`src/rtl/bhe_fifo.sv`:
```
`timescale 1ns / 1ps
// ----------------------------------------------------------------------------
// bhe_fifo: small register queue
// First-word-fall-through queue with occupancy count.
// ----------------------------------------------------------------------------
module bhe_fifo #(
	parameter int WIDTH = 8,
	parameter int DEPTH = 4,
	localparam int PW = $clog2(DEPTH),
	localparam int CW = $clog2(DEPTH + 1)
) (
	input  logic             clk,
	input  logic             arst_n,
	input  logic             push,
	input  logic [WIDTH-1:0] push_data,
	input  logic             pop,
	output logic [WIDTH-1:0] pop_data,
	output logic             full,
	output logic             empty,
	output logic [CW-1:0]    count
);

	localparam logic [PW-1:0] LAST_PTR = PW'(DEPTH - 1);

	logic [WIDTH-1:0] slot_q [DEPTH];
	logic [PW-1:0]    wr_ptr_q, rd_ptr_q;
	logic [CW-1:0]    cnt_q;
	logic             do_push, do_pop;

	assign full     = (cnt_q == CW'(DEPTH));
	assign empty    = (cnt_q == '0);
	assign count    = cnt_q;
	assign do_push  = push && !full;
	assign do_pop   = pop && !empty;
	assign pop_data = slot_q[rd_ptr_q];

	always_ff @(posedge clk) begin
		if (do_push) begin
			slot_q[wr_ptr_q] <= push_data;
		end
	end

	always_ff @(posedge clk or negedge arst_n) begin
		if (!arst_n) begin
			wr_ptr_q <= '0;
			rd_ptr_q <= '0;
			cnt_q    <= '0;
		end else begin
			if (do_push) begin
				wr_ptr_q <= (wr_ptr_q == LAST_PTR) ? '0 : wr_ptr_q + 1'b1;
			end
			if (do_pop) begin
				rd_ptr_q <= (rd_ptr_q == LAST_PTR) ? '0 : rd_ptr_q + 1'b1;
			end
			if (do_push && !do_pop) begin
				cnt_q <= cnt_q + 1'b1;
			end else if (do_pop && !do_push) begin
				cnt_q <= cnt_q - 1'b1;
			end
		end
	end

endmodule

```
`config.mk`:
```
export PLATFORM = sky130hd
export DESIGN_NAME = bhe_fifo
export DESIGN_NICKNAME = d
export VERILOG_FILES = /design/src/rtl/bhe_fifo.sv
export SDC_FILE = /design/constraint.sdc
export NUM_CORES = 1
export LEC_CHECK = 0
export ABC_AREA = 1
export BUFFER_PORTS_ARGS = -buffer_cell sky130_fd_sc_hd__buf_2
export CELL_PAD_IN_SITES_DETAIL_PLACEMENT = 1
export CELL_PAD_IN_SITES_GLOBAL_PLACEMENT = 1
export CORE_ASPECT_RATIO = 1.75
export CORE_UTILIZATION = 30
export CTS_BUF_LIST = sky130_fd_sc_hd__clkbuf_2 sky130_fd_sc_hd__clkbuf_4 sky130_fd_sc_hd__clkbuf_8
export CTS_CLUSTER_DIAMETER = 100
export DETAILED_ROUTE_END_ITERATION = 10
export PLACE_DENSITY_LB_ADDON = 0.1
export SYNTH_ARGS = -nofsm -noshare
export SYNTH_HDL_FRONTEND = slang
export SYNTH_SLANG_ARGS = --single-unit
export TNS_END_PERCENT = 100
```
`constraint.sdc`:
```
create_clock -name clk -period 1.8 [get_ports clk]
set_input_delay 0.36 -clock clk [delete_from_list [all_inputs] [get_ports clk]]
set_output_delay 0.36 -clock clk [all_outputs]
set_load 0.03 [all_outputs]
```
# Yosys cells after proc, flatten, opt, wreduce, memory -nomap -nowiden
# Memories as Yosys holds them, arrays and structs flattened.
# Cells that the tools add are included.
[totals] register_bits=7 ram_bits=32 in_bits=12 n_memories=1
[classes] addsub=4 eq_ne=3 muxes=6 reduce_logical=10
[memory_table] name="slot_q" words=4 width=8 rd=1 rd_clocked_by_memory_dff=0 wr=1 line_no="25" rtl="logic [WIDTH-1:0] slot_q [DEPTH];"
[ops] op="two-way mux 3 bit" n=2
[ops] op="adder 2 x 1 -> 2 bit, second input constant" n=2
[ops] op="== test 2 bit, second input constant" n=2
[ops] op="logical AND 1 bit" n=4
[ops] op="logical NOT 1 bit" n=4
[ops] op="two-way mux 2 bit" n=2
[ops] op="adder 3 x 1 -> 3 bit, second input constant" n=1
[ops] op="== test 3 bit, second input constant" n=1
[ops] op="logical NOT 3 bit" n=1
[ops] op="subtractor 3 x 1 -> 3 bit, second input constant" n=1
[ops] op="two-way mux 1 bit" n=2
[ops] op="nonzero test 2 bit" n=1

# Logic depth before layout (Yosys ltp)
[logic_depth] ltp_word=7 mapped_depth=12 depth_no_buf=12

# Least setup slack after synthesis
# OpenSTA, ideal clock, no wires.
[synth_timing] path_type="flip-flop to flip-flop" from="register cnt_q[0] (netlist: count[0])" to="register cnt_q[2] (netlist: count[2])" setup_time_ns=0.118 t_arrival_ns=1.768 required_ns=1.682 slack_ns=-0.086 path_stages_with_launch=12 path_buffers=0 synth_period_minus_slack_ns=1.886 path_cell_list="dfrtp_1 > inv_2 > nand3_1 > nand2_2 > inv_1 > ha_1 > inv_1 > fa_1 > nand2_1 > nand3_1 > nand2_1 > nand2_1"
[synth_via] elab_chain_len=6 elab_cells_between_ends=15 cone_classes="2 x add/sub; 1 x eq/ne; 2 x mux; 10 x reduce/logical"
[synth_lines] item="start: declaration" line_no="27" rtl="logic [CW-1:0] cnt_q;"
[synth_lines] item="start signal: assignment" line_no="56" rtl="cnt_q <= cnt_q + 1'b1;"
[synth_lines] item="start signal: assignment" line_no="58" rtl="cnt_q <= cnt_q - 1'b1;"
[synth_lines] item="== test 3 bit *" line_no="30" rtl="assign full = (cnt_q == CW'(DEPTH));"
[synth_lines] item="logical NOT 1 bit *" line_no="33" rtl="assign do_push = push && !full;"
[synth_lines] item="logical AND 1 bit *" line_no="33"
[synth_lines] item="net do_push" line_no="28" rtl="logic do_push, do_pop;"
[synth_lines] item="logical NOT 1 bit" line_no="57" rtl="end else if (do_pop && !do_push) begin"
[synth_lines] item="logical AND 1 bit" line_no="57"
[synth_lines] item="nonzero test 2 bit (no line)"
# The timed path passes the listed nets; every way through them passes the cells marked *. The select of a mux whose other input is x is not followed.
# A chain may end at the register's enable or synchronous reset.

# Final worst setup path
[layout_timing] from="register cnt_q[2] (netlist: count[2])" to="register cnt_q[2] (netlist: count[2])"
[layout_via] elab_chain_len=6 elab_cells_between_ends=15 cone_classes="2 x add/sub; 1 x eq/ne; 2 x mux; 10 x reduce/logical"
[layout_lines] item="parallel branches: the longest is 6 deep, another holds subtractor 3 x 1 -> 3 bit"
# Several ways; the timed one is not identified. The select of a mux whose other input is x is not followed.

==> results.md <==
- Setup repair after global routing left no endpoint under its margin.
- The clock tree root buffer cell is clkbuf_8.
- The number of design-rule violations left by the first detailed-router iteration is 19.
- For flop-to-flop paths, the worst setup slack is 0.13 ns.
- The average instance in the mapped netlist occupies around 11 µm².
- The initial core utilization is between 30% and 40%.
- The clock transition time at the flip-flop clock pins of the worst setup and hold paths is about 0.070 ns.
- Synthesis inferred 39 register bits.
- The via density per instance is between 4 and 5.
- The count of cells along the worst hold path is 1.
- The total standard cell area after synthesis is 1760 µm².
- The final weighted congestion in routability-driven placement is about 0.73.
- The final cell count without fillers is 270.
- The power per cell area is ~1700 nW/µm².
- The longest clock path from root to sink contains 2 buffers.
- The critical-path maximum fanout is 4.
- The die is just over 100 µm tall.
- The placeable core region is approximately 5600 µm².
- The repair_antennas step left the layout with diodes totalling 0.
- The transition time at the pin with the least slew margin is 0.238 ns.
- The headroom to the max-slew limit is between 80% and 90%.
- The worst hold path terminates at slot_q[3][3].
- Setup total negative slack on the finished layout was measured at 0 ns.
- Dividing the final minimum period by the clock period gives between 90 and 100%.
- The share of the synthesized area in the top cell type is about 55%.
- The number of search-and-repair iterations in the first detailed-routing pass is 3.
- The detailed router used layers up to and including met4.
- The number of placed I/O pins is 25.
- The detailed-routed wire length on met2 is about 2200 µm.
- The via count of the first global-routing pass is ~1300.
- Across all hold checks on the routed design, the worst slack comes to approximately 0.28 ns.
- The post-detailed-route DRC marker count is 0.
- Global routing finished with a remaining overflow of 0.
- The final count of pins violating max slew came to 0.
- The flow ran to the end, and the final reports show no timing, DRC or antenna violations.
- Before CTS, the worst setup slack after placement is -0.0152 ns.
- The half-perimeter wire length of the detailed placement result is approximately 2700 µm.
- The final layout contains 212 nets.
- The arrival time at the worst endpoint is around 1.9 ns.
- The hold violation total from the final report is 0.
- The number of antenna violations at the first check in global routing came to 0.
- The count of different cell masters after synthesis is 16.
- The number of levels in the clock H-tree is 2.
- The met3 routed wirelength is ~140 µm.
- The proportion of layout cells with a drive suffix above 1 is 30.9%.
- The pin count of the biggest net entering global routing is 36.
- The time the final worst path needs with I/O delays and setup is ~1.7 ns.
- Sorting the synthesized cells by area gives the leading types as edfxtp_1 55%, dfrtp_1 10%, nand2_1 8.1%.
- The wire length of the first global-routing pass is 5890 µm.
- The analysis attributes to cell leakage a power of around 0.96 nW.
- The maximum ir drop on the vdd rail is roughly 0.6 mV.
- Counting cells, the worst reg-to-reg path comes to 10.
- Based on the critical path, the design can be clocked at up to 0.598 GHz.
- Measured on the finished design, the core utilization comes to 38.4%.
- Once detail routing completed, the nets flagged for antenna violations numbered 0.
- The site row count is 36.
- In the final routed layout, each cell accounts on average for 13.4 µm.
- The largest clock skew in the final design is 0.00375 ns.
- Of the synthesized area, sequential elements account for between 60% and 70%.
- Yosys printed 0 warnings.
- The clock latency of the later-clocked register in the worst-skew pair is ~0.28 ns.
- The net count of the mapped netlist is 173.
- The startpoint identified for the worst hold timing path is push_data[3].
- The path class of the tightest hold or removal check is input port to flop.
- Input and output buffers added on the ports amount to 24.
- The total die area is between 6000 and 7000 µm².
- In this run the critical register-to-register path is launched from count[2].
- The cell type contributing the most total cell area after synthesis is edfxtp_1.
- The floorplan step set the die width to approximately 60 µm.
- The clock tree from TritonCTS is built.
- The routed metal-1 wire length is around 1200 µm.
- The vias after detailed routing is around 1200.
- The final layout contains routed wiring with a total length of 3620 µm.
- The worst register-to-register path ends at count[2].
- The sort of element at the start of the critical path is a flop.
- The critical path start-end classification is flop to flop.
- The post-route worst setup slack is between 0.1 and 0.15 ns.
- The worst setup path is captured at a flop.
- For this design, the sink count on the clock tree is 39.
- The tool flagged a number of max-cap violations equal to 0.
- In the global route stage, overall resource usage came out at a little over an eighth.
- The data required time at the worst endpoint is around 2.0 ns.
- The total CTS buffers is 5.
- The placed cell count is roughly 260.
- The setup-violating endpoint count in the final report is 0.
- The number of standard cells after synthesis is ~150.
- The area growth from synthesis to layout is 23.0%.
## how the worst max path moves through the flow
stage          slack (ns)  cells past startpoint           to        start
6_report             0.13                     10     count[2]     count[2]
3_5_place_dp        -0.02                     10     count[2]     count[2]
4_1_cts             0.001                     10     count[2]     count[1]
5_1_grt             0.009                      5  pop_data[1]  rd_ptr_q[0]
2_1_floorplan      0.0007                      9     count[1]     count[1]
3_3_place_gp         0.07                      9     count[1]     count[0]
## metal layers
| metal | GRT usage, % | vias up |
|---|---|---|
| met5 | 0 | - |
| met4 | 6.98 | 0 |
| met3 | 3.11 | 6 |
| met2 | 26.5 | 22 |
| met1 | 12.4 | 587 |
| li1 | - | 583 |
## area by class of cell
class | count | area [µm²]
Multi-Input combinational cell | 78 | 477
Clock inverter | 3 | 38.8
Inverter | 32 | 120
Sequential cell | 39 | 1140
Tap cell | 76 | 95.1
Clock buffer | 5 | 68.8
Timing Repair Buffer | 37 | 224
Fill cell | 640 | 3470
## worst max-delay path, stage by stage (launching register included)
cell and delay, ns:
dfrtp_2 0.44, inv_2 0.08, nand3_2 0.09, nand2_2 0.10
ha_4 0.14, inv_2 0.05, fa_2 0.40, nand2_2 0.09
nand3_1 0.07, nand2_1 0.06, nand2_1 0.05
## logic make-up (layout without fill, tap and decap cells)
kind of cell | Yosys count | in the layout | synth area share, %
flops | 39 | 39 | 64.6
xor+xnor | 1 | 1 | 0.498
fa+ha+maj | 7 | 7 | 5.41
buf+inv | 37 | 77 | 10.0
simple gates | 53 | 53 | 12.1
compound gates | 17 | 17 | 7.40
## report_power, final
part           total, mW  internal [mW]  switching, mW
logic               1.76          0.601           1.16
clock network      0.689          0.405          0.283
registers           1.33           1.22          0.106
## state kept, by name, summed over array words and instances, names as in the netlist
signal    count
wr_ptr_q      2
slot_q       32
count         3
rd_ptr_q      2
## synthesized netlist by cell type
| library cell | instances |
|---|---|
| o21ai_0 | 1 |
| fa_1 | 1 |
| xnor2_1 | 1 |
| nand4_1 | 1 |
| buf_6 | 5 |
| nand2_2 | 1 |
| edfxtp_1 | 32 |
| o211ai_1 | 15 |
| ha_1 | 6 |
| inv_1 | 31 |
| dfrtp_1 | 7 |
| nand3_1 | 7 |
| nand2_1 | 38 |
| nor2_1 | 6 |
| o211ai_2 | 1 |
| inv_2 | 1 |
## metrics by stage
stage / power [mW] / area [µm²]
after floorplan: 2.56 / 1760
after global placement: 2.95 / 1990
after detailed placement: 3.04 / 1990
after CTS: 3.78 / 2120
after global routing: 4.07 / 2160
final: 3.77 / 2160
## timing repair
action	4_1_cts	5_1_grt
setup buffers	1	2
resized for setup	2	11
pin swaps	0	2
hold buffers	1	0
setup endpoints to repair	2	10
endpoints found under the hold margin	7	0
## cell usage in the layout, fill, tap and decap left out, types with 2 or more instances in the layout
cell and instances:
edfxtp_1 32, nand3_1 5, inv_2 6, buf_4 11, nand2_1 36, clkbuf_8 5
nand2_2 3, ha_1 5, dfrtp_2 3, inv_1 26, o211ai_1 15, nor2_1 6
nand3_2 2, dfrtp_1 4, buf_2 24
Power figures use the tool's default switching activity.
