$ cat src/rtl/bhe_pkg.sv
`timescale 1ns / 1ps
// ----------------------------------------------------------------------------
// bhe_pkg: shared types and constants of the byte histogram core
// Command and result words, internal operation codes and sequencer states.
// ----------------------------------------------------------------------------
package bhe_pkg;

	localparam int BYTE_W   = 8;
	localparam int RCOUNT_W = 32;
	localparam int PHASE_W  = 2;
	localparam int MODE_W   = 2;

	// Register index of channel_mode in the configuration map.
	localparam int REG_CHANNEL_MODE = 0;

	// channel_mode code that counts every byte.
	localparam logic [MODE_W-1:0] MODE_ALL = 2'd0;

	typedef enum logic [1:0] {
		CMD_CLEAR = 2'd0,
		CMD_ADD   = 2'd1,
		CMD_READ  = 2'd2,
		CMD_SCAN  = 2'd3
	} bhe_cmd_t;

	typedef struct packed {
		bhe_cmd_t            cmd;
		logic [BYTE_W-1:0]   sample_byte;
		logic [BYTE_W-1:0]   bin_index;
	} bhe_word_in_t;

	typedef struct packed {
		logic [RCOUNT_W-1:0] bin_count;
		logic [BYTE_W-1:0]   max_value;
		logic [RCOUNT_W-1:0] max_count;
		logic [BYTE_W-1:0]   min_value;
		logic [RCOUNT_W-1:0] min_count;
	} bhe_result_t;

	// Operations handed from the front end to the back end.
	typedef enum logic [2:0] {
		OP_NOP   = 3'd0,
		OP_ADD   = 3'd1,
		OP_READ  = 3'd2,
		OP_SCAN  = 3'd3,
		OP_CLEAR = 3'd4
	} bhe_op_t;

	typedef enum logic [1:0] {
		ST_INIT  = 2'd0,
		ST_RUN   = 2'd1,
		ST_CLEAR = 2'd2,
		ST_SCAN  = 2'd3
	} bhe_state_t;

endpackage

$ cat src/rtl/bhe_front.sv
`timescale 1ns / 1ps
// ----------------------------------------------------------------------------
// bhe_front: command intake and classification
// Tracks the color component phase and turns each command word into an
// operation for the back end.
// ----------------------------------------------------------------------------
module bhe_front #(
	parameter int NUM_BINS = 256,
	parameter int BYTES_PER_PIXEL = 3,
	localparam int ADDR_W = $clog2(NUM_BINS)
) (
	input  logic                                clk,
	input  logic                                arst_n,
	input  logic                                cmd_valid,
	output logic                                cmd_ready,
	input  bhe_pkg::bhe_word_in_t               cmd_word,
	input  logic [bhe_pkg::MODE_W-1:0]          channel_mode,
	input  logic                                init_busy,
	input  logic                                q_full,
	output logic                                q_push,
	output bhe_pkg::bhe_op_t                    op_kind,
	output logic [ADDR_W-1:0]                   op_addr
);

	import bhe_pkg::*;

	localparam int CMP_W = ((ADDR_W > BYTE_W) ? ADDR_W : BYTE_W) + 1;
	localparam logic [PHASE_W-1:0] PHASE_LAST = PHASE_W'(BYTES_PER_PIXEL - 1);

	logic [PHASE_W-1:0] phase_q;
	logic               take, sample_in, index_in;

	assign cmd_ready = !q_full && !init_busy;
	assign q_push    = cmd_valid && cmd_ready;

	assign take      = (channel_mode == MODE_ALL) || (phase_q == channel_mode - 2'd1);
	assign sample_in = CMP_W'(cmd_word.sample_byte) < CMP_W'(NUM_BINS);
	assign index_in  = CMP_W'(cmd_word.bin_index) < CMP_W'(NUM_BINS);

	always_comb begin
		op_kind = OP_NOP;
		op_addr = ADDR_W'(cmd_word.sample_byte);
		case (cmd_word.cmd)
			CMD_CLEAR: begin
				op_kind = OP_CLEAR;
			end
			CMD_ADD: begin
				op_kind = (take && sample_in) ? OP_ADD : OP_NOP;
			end
			CMD_READ: begin
				op_kind = index_in ? OP_READ : OP_NOP;
				op_addr = ADDR_W'(cmd_word.bin_index);
			end
			CMD_SCAN: begin
				op_kind = OP_SCAN;
			end
			default: begin
				op_kind = OP_NOP;
			end
		endcase
	end

	// The phase moves on every add, counted or not, and restarts on clear.
	always_ff @(posedge clk or negedge arst_n) begin
		if (!arst_n) begin
			phase_q <= '0;
		end else if (q_push) begin
			if (cmd_word.cmd == CMD_CLEAR) begin
				phase_q <= '0;
			end else if (cmd_word.cmd == CMD_ADD) begin
				phase_q <= (phase_q == PHASE_LAST) ? '0 : phase_q + 1'b1;
			end
		end
	end

`ifndef ASSERT_OFF
	a_phase_range: assert property (@(posedge clk) disable iff (!arst_n)
		phase_q <= PHASE_LAST)
		else $error("component phase left the pixel");
`endif

endmodule

$ cat config.mk
export PLATFORM = sky130hd
export DESIGN_NAME = bhe_front
export DESIGN_NICKNAME = d
export VERILOG_FILES = /design/src/rtl/bhe_pkg.sv /design/src/rtl/bhe_front.sv
export SDC_FILE = /design/constraint.sdc
export NUM_CORES = 1
export LEC_CHECK = 0
export ABC_AREA = 1
export BUFFER_PORTS_ARGS = -buffer_cell sky130_fd_sc_hd__buf_4
export CAP_MARGIN = 20
export CORE_AREA = 2 2 39 41
export DETAILED_ROUTE_END_ITERATION = 10
export DIE_AREA = 0 0 41 43
export PLACE_DENSITY_LB_ADDON = 0.12
export SYNTH_ARGS = -nofsm -noshare
export SYNTH_HDL_FRONTEND = slang
export SYNTH_SLANG_ARGS = --single-unit
$ cat constraint.sdc
create_clock -name clk -period 1.1 [get_ports clk]
set_input_delay 0.22 -clock clk [delete_from_list [all_inputs] [get_ports clk]]
set_output_delay 0.22 -clock clk [all_outputs]
set_load 0.05 [all_outputs]
Word level (Yosys, flattened, before mapping). Index checks and enable logic that the tools add are counted.

Add/sub/neg operators: 2. Multiply operators: 0. Div/mod/pow operators: 0. Order comparisons: 0. Equality and inequality tests: 5. Shift-type cells: 0. Multiplexer cells: 6. Bitwise gates (word level): 0. Reduce and logical (&&, ||, !) cells: 9.

Operators with widths (number): 3-bit case mux with 4 select lines (1); 8-bit two-way mux (1); 2-bit == test (second input constant) (3); 2-bit two-way mux (3); 2-bit zero test (2); 2-bit by 1-bit adder with 2-bit output (second input constant) (1); 2-bit by 1-bit == test with 1-bit output (second input constant) (1); 2-bit == test (1); 1-bit logical AND (2); 1-bit zero test (2); 2-bit AND reduction (1); 2-bit nonzero test (1); 2-bit by 1-bit subtractor with 2-bit output (second input constant) (1); 1-bit logical OR (1); 1-bit two-way mux (1).

Register bits after elaboration: 2. Latch bits: 0. RAM bits: 0. Memory bits (read-only): 0. Input bits: 25. Word-level logic and storage cells: 23. Memories: 0.

Logic depth before layout (Yosys ltp). Gate-level depths: netlist (run 1).

Depth in word-level cells: 5. Depth in mapped cells: 7. Depth with buffers taken out: 7.

Least setup slack after synthesis (run 1). No wires, ideal clock.

Path kind: input to output. Start: in init_busy. End: out q_push. Data arrival time: 1378 ps. Path slack: -498 ps. Cell stages on the path: 1. Buffers on the path: 0. Path through: nor3b_1.

Longest elaborated chain between the ends: 3.

RTL lines: start: declaration (line bhe_front.sv:18) `input logic init_busy,`; 1-bit zero test (line bhe_front.sv:33) `assign cmd_ready = !q_full && !init_busy;`; 1-bit logical AND (line bhe_front.sv:33); 1-bit logical AND (line bhe_front.sv:34) `assign q_push = cmd_valid && cmd_ready;`; end: declaration (line bhe_front.sv:20) `output logic q_push,`.

Every way passes these cells.

Worst setup path after layout (run 1).
Start: reg phase_q[0]. End: out op_kind[0].

Longest elaborated chain between the ends: 4.

RTL lines: start: declaration (line bhe_front.sv:30) `logic [PHASE_W-1:0] phase_q;`; start signal: assignment (line bhe_front.sv:71) `phase_q <= (phase_q == PHASE_LAST) ? '0 : phase_q + 1'b1;`; 2-bit == test (line bhe_front.sv:36) `assign take = (channel_mode == MODE_ALL) || (phase_q == channel_mode - 2'd1);`; 1-bit logical OR (line bhe_front.sv:36); 1-bit two-way mux (line bhe_front.sv:48) `op_kind = (take && sample_in) ? OP_ADD : OP_NOP;`; 3-bit case mux with 4 select lines (line bhe_front.sv:43) `case (cmd_word.cmd)`; end: declaration (line bhe_front.sv:21) `output bhe_pkg::bhe_op_t op_kind,`.

Every way passes these cells.

==> results.txt, run 1 <==
* Final clock skew: 0.00306 ns
* Share of synthesized area spent on multiplexers: 0%
- Relative to the synthesized area, the layout overhead comes to 150%.
- Crit path buffers/inverters: 2
- Cells fill 60.8% of the core in the end.
- CTS built an H-tree with a depth of 1.
* Post-synthesis simple-gate area fraction: 58.4%
- The routed design has 1080 um of wire.
* Root buffer cell: clkbuf_4
- Vertical extent of the die: 43 um
* Hold violation count in the final report: 0
- TritonCTS built the clock tree.
- Detailed routing inserted a total of 533 vias.
- Peak Freq: 742 MHz
- After clock tree synthesis, the clock-pin slew on the worst setup and hold paths is 0.03 ns.
- Area fraction in compound gates after synthesis: 5.58%
- At the end of routability-driven placement, the weighted congestion stood at 0.664.
- phase_q holds more flip-flops than any other register.
- Unrepaired setup endpoints after global routing: yes
- The worst setup path is captured at an output pin.
- Including well taps, the total number of placed cells is 116.
- For this run, the post-layout net count is 135.
- Flip-flop count of the largest register, all copies and words added: 2
* Starting density of the core: 24.3%
- Entering global routing, the biggest net connects 13 pins.
- The synthesized design contains 2 register bits.
* Sum of overflow across all layers after global routing: 0
- The worst path in the final design needs a cycle of 1.35 ns, including I/O delays and setup.
- Depth of the worst register-to-register path: 6
- Final HPWL DP: 886 um
- Max-cap violations in this run came to 0.
- On the worst path, the slowest cell contributes a delay of 0.39 ns.
* FP Rows: 14
- In this run the worst hold path is classified as primary input to asynchronous set/reset pin.
* Cell type with the highest occurrence count on the critical path: nand2_1
- Unique masters post-synth: 17
- After Yosys synthesis, full adders, half adders and majority gates account for 3.72% of the synthesized area.
* Die area: 1760 um2
- STA classifies the critical path startpoint as a flip-flop.
- The mapped netlist covers 337 um2.
- The repair_antennas step left the layout with diodes totalling 0.
- Power per cell area: 1040 nW/um2
* Total GRT Usage: 14.2%
* Longest Clk Path Bufs: 2
- After synthesis, the mean cell area works out to 5.80 um2.
- Setup violations remaining at the end of the flow were counted as 1.
* Total negative setup slack: -0.248 ns
- The post-route netlist has 70.1% of its cells at a drive strength greater than 1.
* Synthesized-area fraction occupied by xor and xnor cells: 0%
- Count of buffers inserted at the top-level ports: 37
* Worst vdd rail ir drop: 0.000765 V
* Number of design-rule violations left by the first detailed-router iteration: 5
* Largest family of logic cells by synthesized area: simple AND/OR/NAND/NOR gates
* Headroom to the max-slew limit: 90.1%
* DR vias/cell: 4.33
- Counting buffers and inverters, the worst setup path is 6 cells deep.
- The max-slew violation count is 0.
- ANT nets after route: 0
- Biggest regs: phase_q (2)
- After floorplanning, the core was sized to cover 1380 um2.
- Outcome: complete, but fails checks
* Synthesized Nets: 84
- The first detailed-routing pass ran for 3 iterations.
- Cells after synthesis: 58
- Average wire per standard cell: 8.80 um
- Number of sinks driven by the clock tree: 2
- Violated checks: setup timing
- Once routing completed, OpenROAD measured the worst setup slack at -0.248 ns.
* First-pass GRT wire length: 1760 um
- Worst setup path category: flip-flop to output pin
* Number of I/O pins: 38
- After detailed routing, the number of remaining DRC violations is 0.
- The number of antenna violations at the first check in global routing is 0.
* Slew of the pin with the lowest slew margin: 0.149 ns
- STA puts the critical path data arrival time at 1.13 ns.
* Die W: 41 um
- For this design the static power due to leakage is 0.458 nW.
- After filler insertion, the fill cell instance count of the layout stands at 148.
* Clock network latency to the later pin of the worst-skew pair: 0.22 ns
* Number of clock buffers inserted by TritonCTS: 3
- For the worst setup path, the data required time is 0.88 ns.
- Traced cell by cell, the critical path runs through inv_2 -> nand2_1 -> nand2_1 -> nand2_2 -> a21oi_4 -> buf_6.
- Grouping stages by cell kind, the critical path spends the most delay in flip-flops.
* Yosys synthesis warning count: 0
- The worst path uses 123% of the clock period.
- Summing the sequential cell areas from Yosys gives 14.9% of the chip area.
* Overall power: 875 uW
- Critical-path maximum fanout: 3
* Cell at the slowest stage of the critical path: dfrtp_1
- Filler-free cell count of the finished design: 123
- Number of global-route vias before repair: 460
==> worst reg2reg max path, delay by kind of cell (launching register included) <==
| family | cells | cell delay, ns |
|---|---|---|
| AO/OA/AOI/OAI | 1 | 0.06 |
| buffers and inverters | 4 | 0.41 |
| flip-flops | 1 | 0.37 |
| AND/OR/NAND/NOR | 1 | 0.07 |
==> area by class of cell <==
| class | count | area (um2) | area share [%] |
|---|---|---|---|
| multi-input combinational | 45 | 275 | 32.7 |
| inverter | 8 | 50.0 | 5.95 |
| tap | 16 | 20.0 | 2.38 |
| clock buffer | 3 | 22.5 | 2.68 |
| sequential | 2 | 50.0 | 5.95 |
| timing repair buffer | 49 | 423 | 50.3 |
==> metrics by stage <==
step / hold WS, ns / area, um2 / worst slack [ns]
finish: 0.315 / 841 / -0.248
global route: 0.331 / 841 / -0.331
CTS: 0.304 / 812 / -0.261
detailed placement: 0.00246 / 731 / -0.273
global placement: 0.00306 / 731 / -0.265
floorplan: -0.0756 / 402 / -0.116
==> final timing paths <==
check                        endpoint  slack, ns  startpoint
min in group clk           phase_q[0]       0.33   cmd_valid
min reg2reg                phase_q[1]       0.65  phase_q[1]
max                        op_kind[0]      -0.25  phase_q[0]
min                        phase_q[1]       0.32      arst_n
max reg2reg                phase_q[0]       0.08  phase_q[0]
max in group asynchronous  phase_q[0]       0.70      arst_n
==> report_power, final <==
group	internal, mW	switching [mW]	total (mW)
sequential	0.0967	0.0206	0.117
clock	0.120	0.0355	0.155
combinational	0.301	0.301	0.602
total	0.518	0.357	0.875
==> what timing repair did <==
action	4_1_cts	5_1_grt
hold buffers	1	0
pin swaps	4	3
gates resized for setup	11	7
setup buffers	2	1
hold endpoints to repair	2	0
setup endpoints to repair	9	9
==> cell families after synthesis <==
kind of cell	Yosys count
AOI/OAI and AO/OA	3
adders and majority gates	1
buffers and inverters	11
and+or+nand+nor	41
DFF	2
==> per-layer routing <==
layer | track usage, % | share of wire [%]
met5 | 0 | 0
met1 | 17.7 | 37
met4 | 6.00 | 0
met3 | 4.19 | 11
met2 | 21.6 | 52
==> Yosys cell counts <==
cell	instances	share of area (%)
a21oi_2	1	2.6
clkbuf_1	1	1.1
nor2_4	1	3.3
inv_1	7	7.8
nand2_2	1	1.9
o21ai_1	2	3.0
buf_6	1	3.3
nor3b_1	1	2.2
nand2_4	1	3.3
dfrtp_1	2	15
clkbuf_8	1	4.1
inv_2	1	1.1
nand3_2	1	3.0
nand2_1	25	28
nor2_2	1	1.9
nand3_1	10	15
ha_1	1	3.7
==> placed cells by master (no fill, tap or decap), types with 2 or more instances in the layout <==
master / n
buf_4: 37
buf_6: 8
buf_8: 3
clkbuf_4: 3
dfrtp_1: 2
inv_2: 4
nand2_1: 16
nand2_2: 10
nand3_1: 10
o21ai_1: 2
No activity file was read; power rests on OpenSTA's default activity.
==> run 2: changes to the inputs <==
- clock period: 1.1 -> 1.6 ns (I/O delays scaled with it)
==> results.txt, run 2 (synthesized netlist as in run 1, its figures left out) <==
* TritonCTS clock tree: yes
* Clock network latency to the later pin of the worst-skew pair: 0.22 ns
- For this run, the post-layout net count is 125.
- Clock period minus final worst setup slack: 1.51 ns
* Root buffer cell: clkbuf_4
- Setup repair after global routing left no endpoint under its margin.
* ANT nets after route: 0
- Core outline area: 1380 um2
- Entering global routing, the biggest net connects 13 pins.
- In this run the vertical extent of the chip is 43 um.
- Number of sinks driven by the clock tree: 2
- Highest-count cells in the layout ignoring fill and taps: buf_4, nand2_1, nand3_1
- By instance count, the cell type seen most on the critical path is nand2_1.
* Worst vdd rail ir drop: 0.000497 V
* Layer with the highest usage after global routing: met2
* Worst path setup slack after routing: 0.0923 ns
- Level count of the clock H-tree: 1
* Reported leakage power: 0.400 nW
- After detailed routing, the average wire length per cell comes to 8.46 um.
- The worst hold path terminates at phase_q[0].
- After clock tree synthesis, the clock-pin slew on the worst setup and hold paths is 0.03 ns.
* Overall power: 482 uW
- After the first detailed-routing iteration, the DRC count stood at 7.
- Leaving out fill and tap cells, the most frequent cell in the layout is buf_4.
- The startpoint identified for the worst register-to-register timing path is phase_q[1].
* Hold violation count in the final report: 0
* Met1 usage in global routing: 11.9%
- In the final layout, the multi-input gates occupy 255 um2.
- Area used by sequential logic in the layout: 50.0 um2
* Sum of overflow across all layers after global routing: 0
* Final setup violation count: 0
- Cell Chain, Critical Path: buf_4 -> inv_4 -> ha_4 -> inv_1 -> nand2_1 -> nand2_1 -> nand2_2 -> a21oi_4 -> buf_6
- For met2 alone, demand over resource in global routing was 22.2%.
- The number of global-route vias before repair was 416.
* Post-route DRC: 0
- Flip-flop count of the largest register, all copies and words added: 2
- Portion of the clock cycle consumed by the worst path in the final layout: 94.2%
* Starting density of the core: 24.3%
- After detailed routing, the total wire length is 956 um.
- The setup path with the least slack is of type primary input to output pin.
- Die area: 1760 um2
- Global routing used 12.4% of the available tracks.
- Counting flops per register, the top entry is phase_q.
- Clock tree synthesis inserted a total of 3 buffers.
- The first global-routing pass estimated 1520 um of wire.
- DR vias/cell: 4.28
* Vias after detailed routing: 484
- Longest Clk Path Bufs: 2
- Max-capacitance violation count: 0
* Depth of the worst register-to-register path: 3
- For this run, the detailed router's first-pass iteration total came to 4.
* Final clock skew: 0.000130 ns
* Destination of the worst register-to-register timing path: phase_q[1]
* Die W: 41 um
- The number of antenna violations at the first check in global routing is 0.
- Cell at the slowest stage of the critical path: ha_4
- Req. time, crit path: 1.28 ns
* Stage delay of the slowest cell on the critical path: 0.19 ns
* Hold_sp: cmd_valid
* M3 GR Usage: 3.66%
- The max-slew violation count came to 0.
- Worst slack at placement: -0.00871 ns
* Peak Freq: 663 MHz
* Final hold slack: 0.415 ns
* FP Rows: 14
- Slew of the pin with the lowest slew margin: 0.148 ns
* Hold depth: 3
* Routability Congestion: 0.689
- Startpoint class of the critical path: primary input
- Buffer count from post-CTS setup fixing: 0
- Power per cell area: 697 nW/um2
- Critical-path maximum fanout: 2
* Relative area change from synthesis to final layout: 106%
* Register-to-register setup slack: 0.84 ns
- Together, buffers and inverters on the worst path number 4.
* Antenna diodes: 0
- Of the cells placed in the final design, the portion with a size suffix greater than 1 is 54.6%.
* Outcome: completed
- Critical Path End Type: output pin
* Total of fill cells in the finished design: 148
- Number of I/O pins: 38
* Category of cells accounting for the largest share of critical-path delay: buffers and inverters
- The largest registers in the layout are phase_q (2).
- The path class of the tightest hold or removal check is primary input to flip-flop.
* Setup crit start: channel_mode[0]
* Count of buffers inserted at the top-level ports: 37
- For the worst setup path, the data arrival time is 1.19 ns.
- Measured against its own limit, the worst slew margin works out to 90.1%.
## run 2: cell types whose count changed in the layout (fill, tap and decap cells not counted), moves of 2 or more
cell | previous run | this run
nand2_2 | 10 | 2
nand2_1 | 16 | 24
inv_2 | 4 | 2
buf_6 | 8 | 1
inv_1 | 1 | 5
buf_8 | 3 | 0
## run 2: power by group
part	total [mW]	leakage [nW]	internal, mW	switching, mW
Sequential	0.0797	0.0259	0.0665	0.0132
Combinational	0.294	0.360	0.120	0.174
Clock	0.109	0.0138	0.0825	0.0260
## run 2: stage by stage
step	utilization [%]	instances	cell area (um2)	TNS, ns
4_1_cts	48.7	113	674	0
3_3_place_gp	46.1	109	638	0
5_1_grt	50.0	113	692	0
6_report	50.0	113	692	0
2_1_floorplan	-	58	349	0
3_5_place_dp	46.1	109	638	-0.00871
## run 2: tightest hold or removal path: stages
cell and delay (ns):
buf_4 0.11, nand3_2 0.09, o21ai_1 0.07
## run 2: repair_timing
action / 4_1_cts / 5_1_grt
endpoints found under the setup margin: 1 / 1
hold buffers: 1 / 0
endpoints found under the hold margin: 2 / 0
resized for setup: 1 / 5
## run 2: worst max path at each step
| stage | endpoint | slack [ns] | depth (start not counted) |
|---|---|---|---|
| after floorplan | op_kind[0] | 0.09 | 7 |
| after global placement | op_kind[0] | 0.0005 | 9 |
| after detailed placement | op_kind[0] | -0.009 | 9 |
| after CTS | op_kind[0] | 0.01 | 9 |
| after global routing | op_kind[0] | 0.001 | 9 |
| final | op_kind[0] | 0.09 | 9 |
## run 2: layer usage
metal | share of wire (%) | up-vias
met2 | 50 | 21
li1 | - | 257
met5 | 0 | -
met3 | 12 | 0
met1 | 38 | 206
met4 | 0 | 0
## run 2: area by class of cell
cell class	instances	share of cell area, %
clock buffers	3	3.25
inverters	8	4.70
multi-input cells	45	36.9
flip-flops and latches	2	7.23
well taps	16	2.89
repair buffers	39	45.0
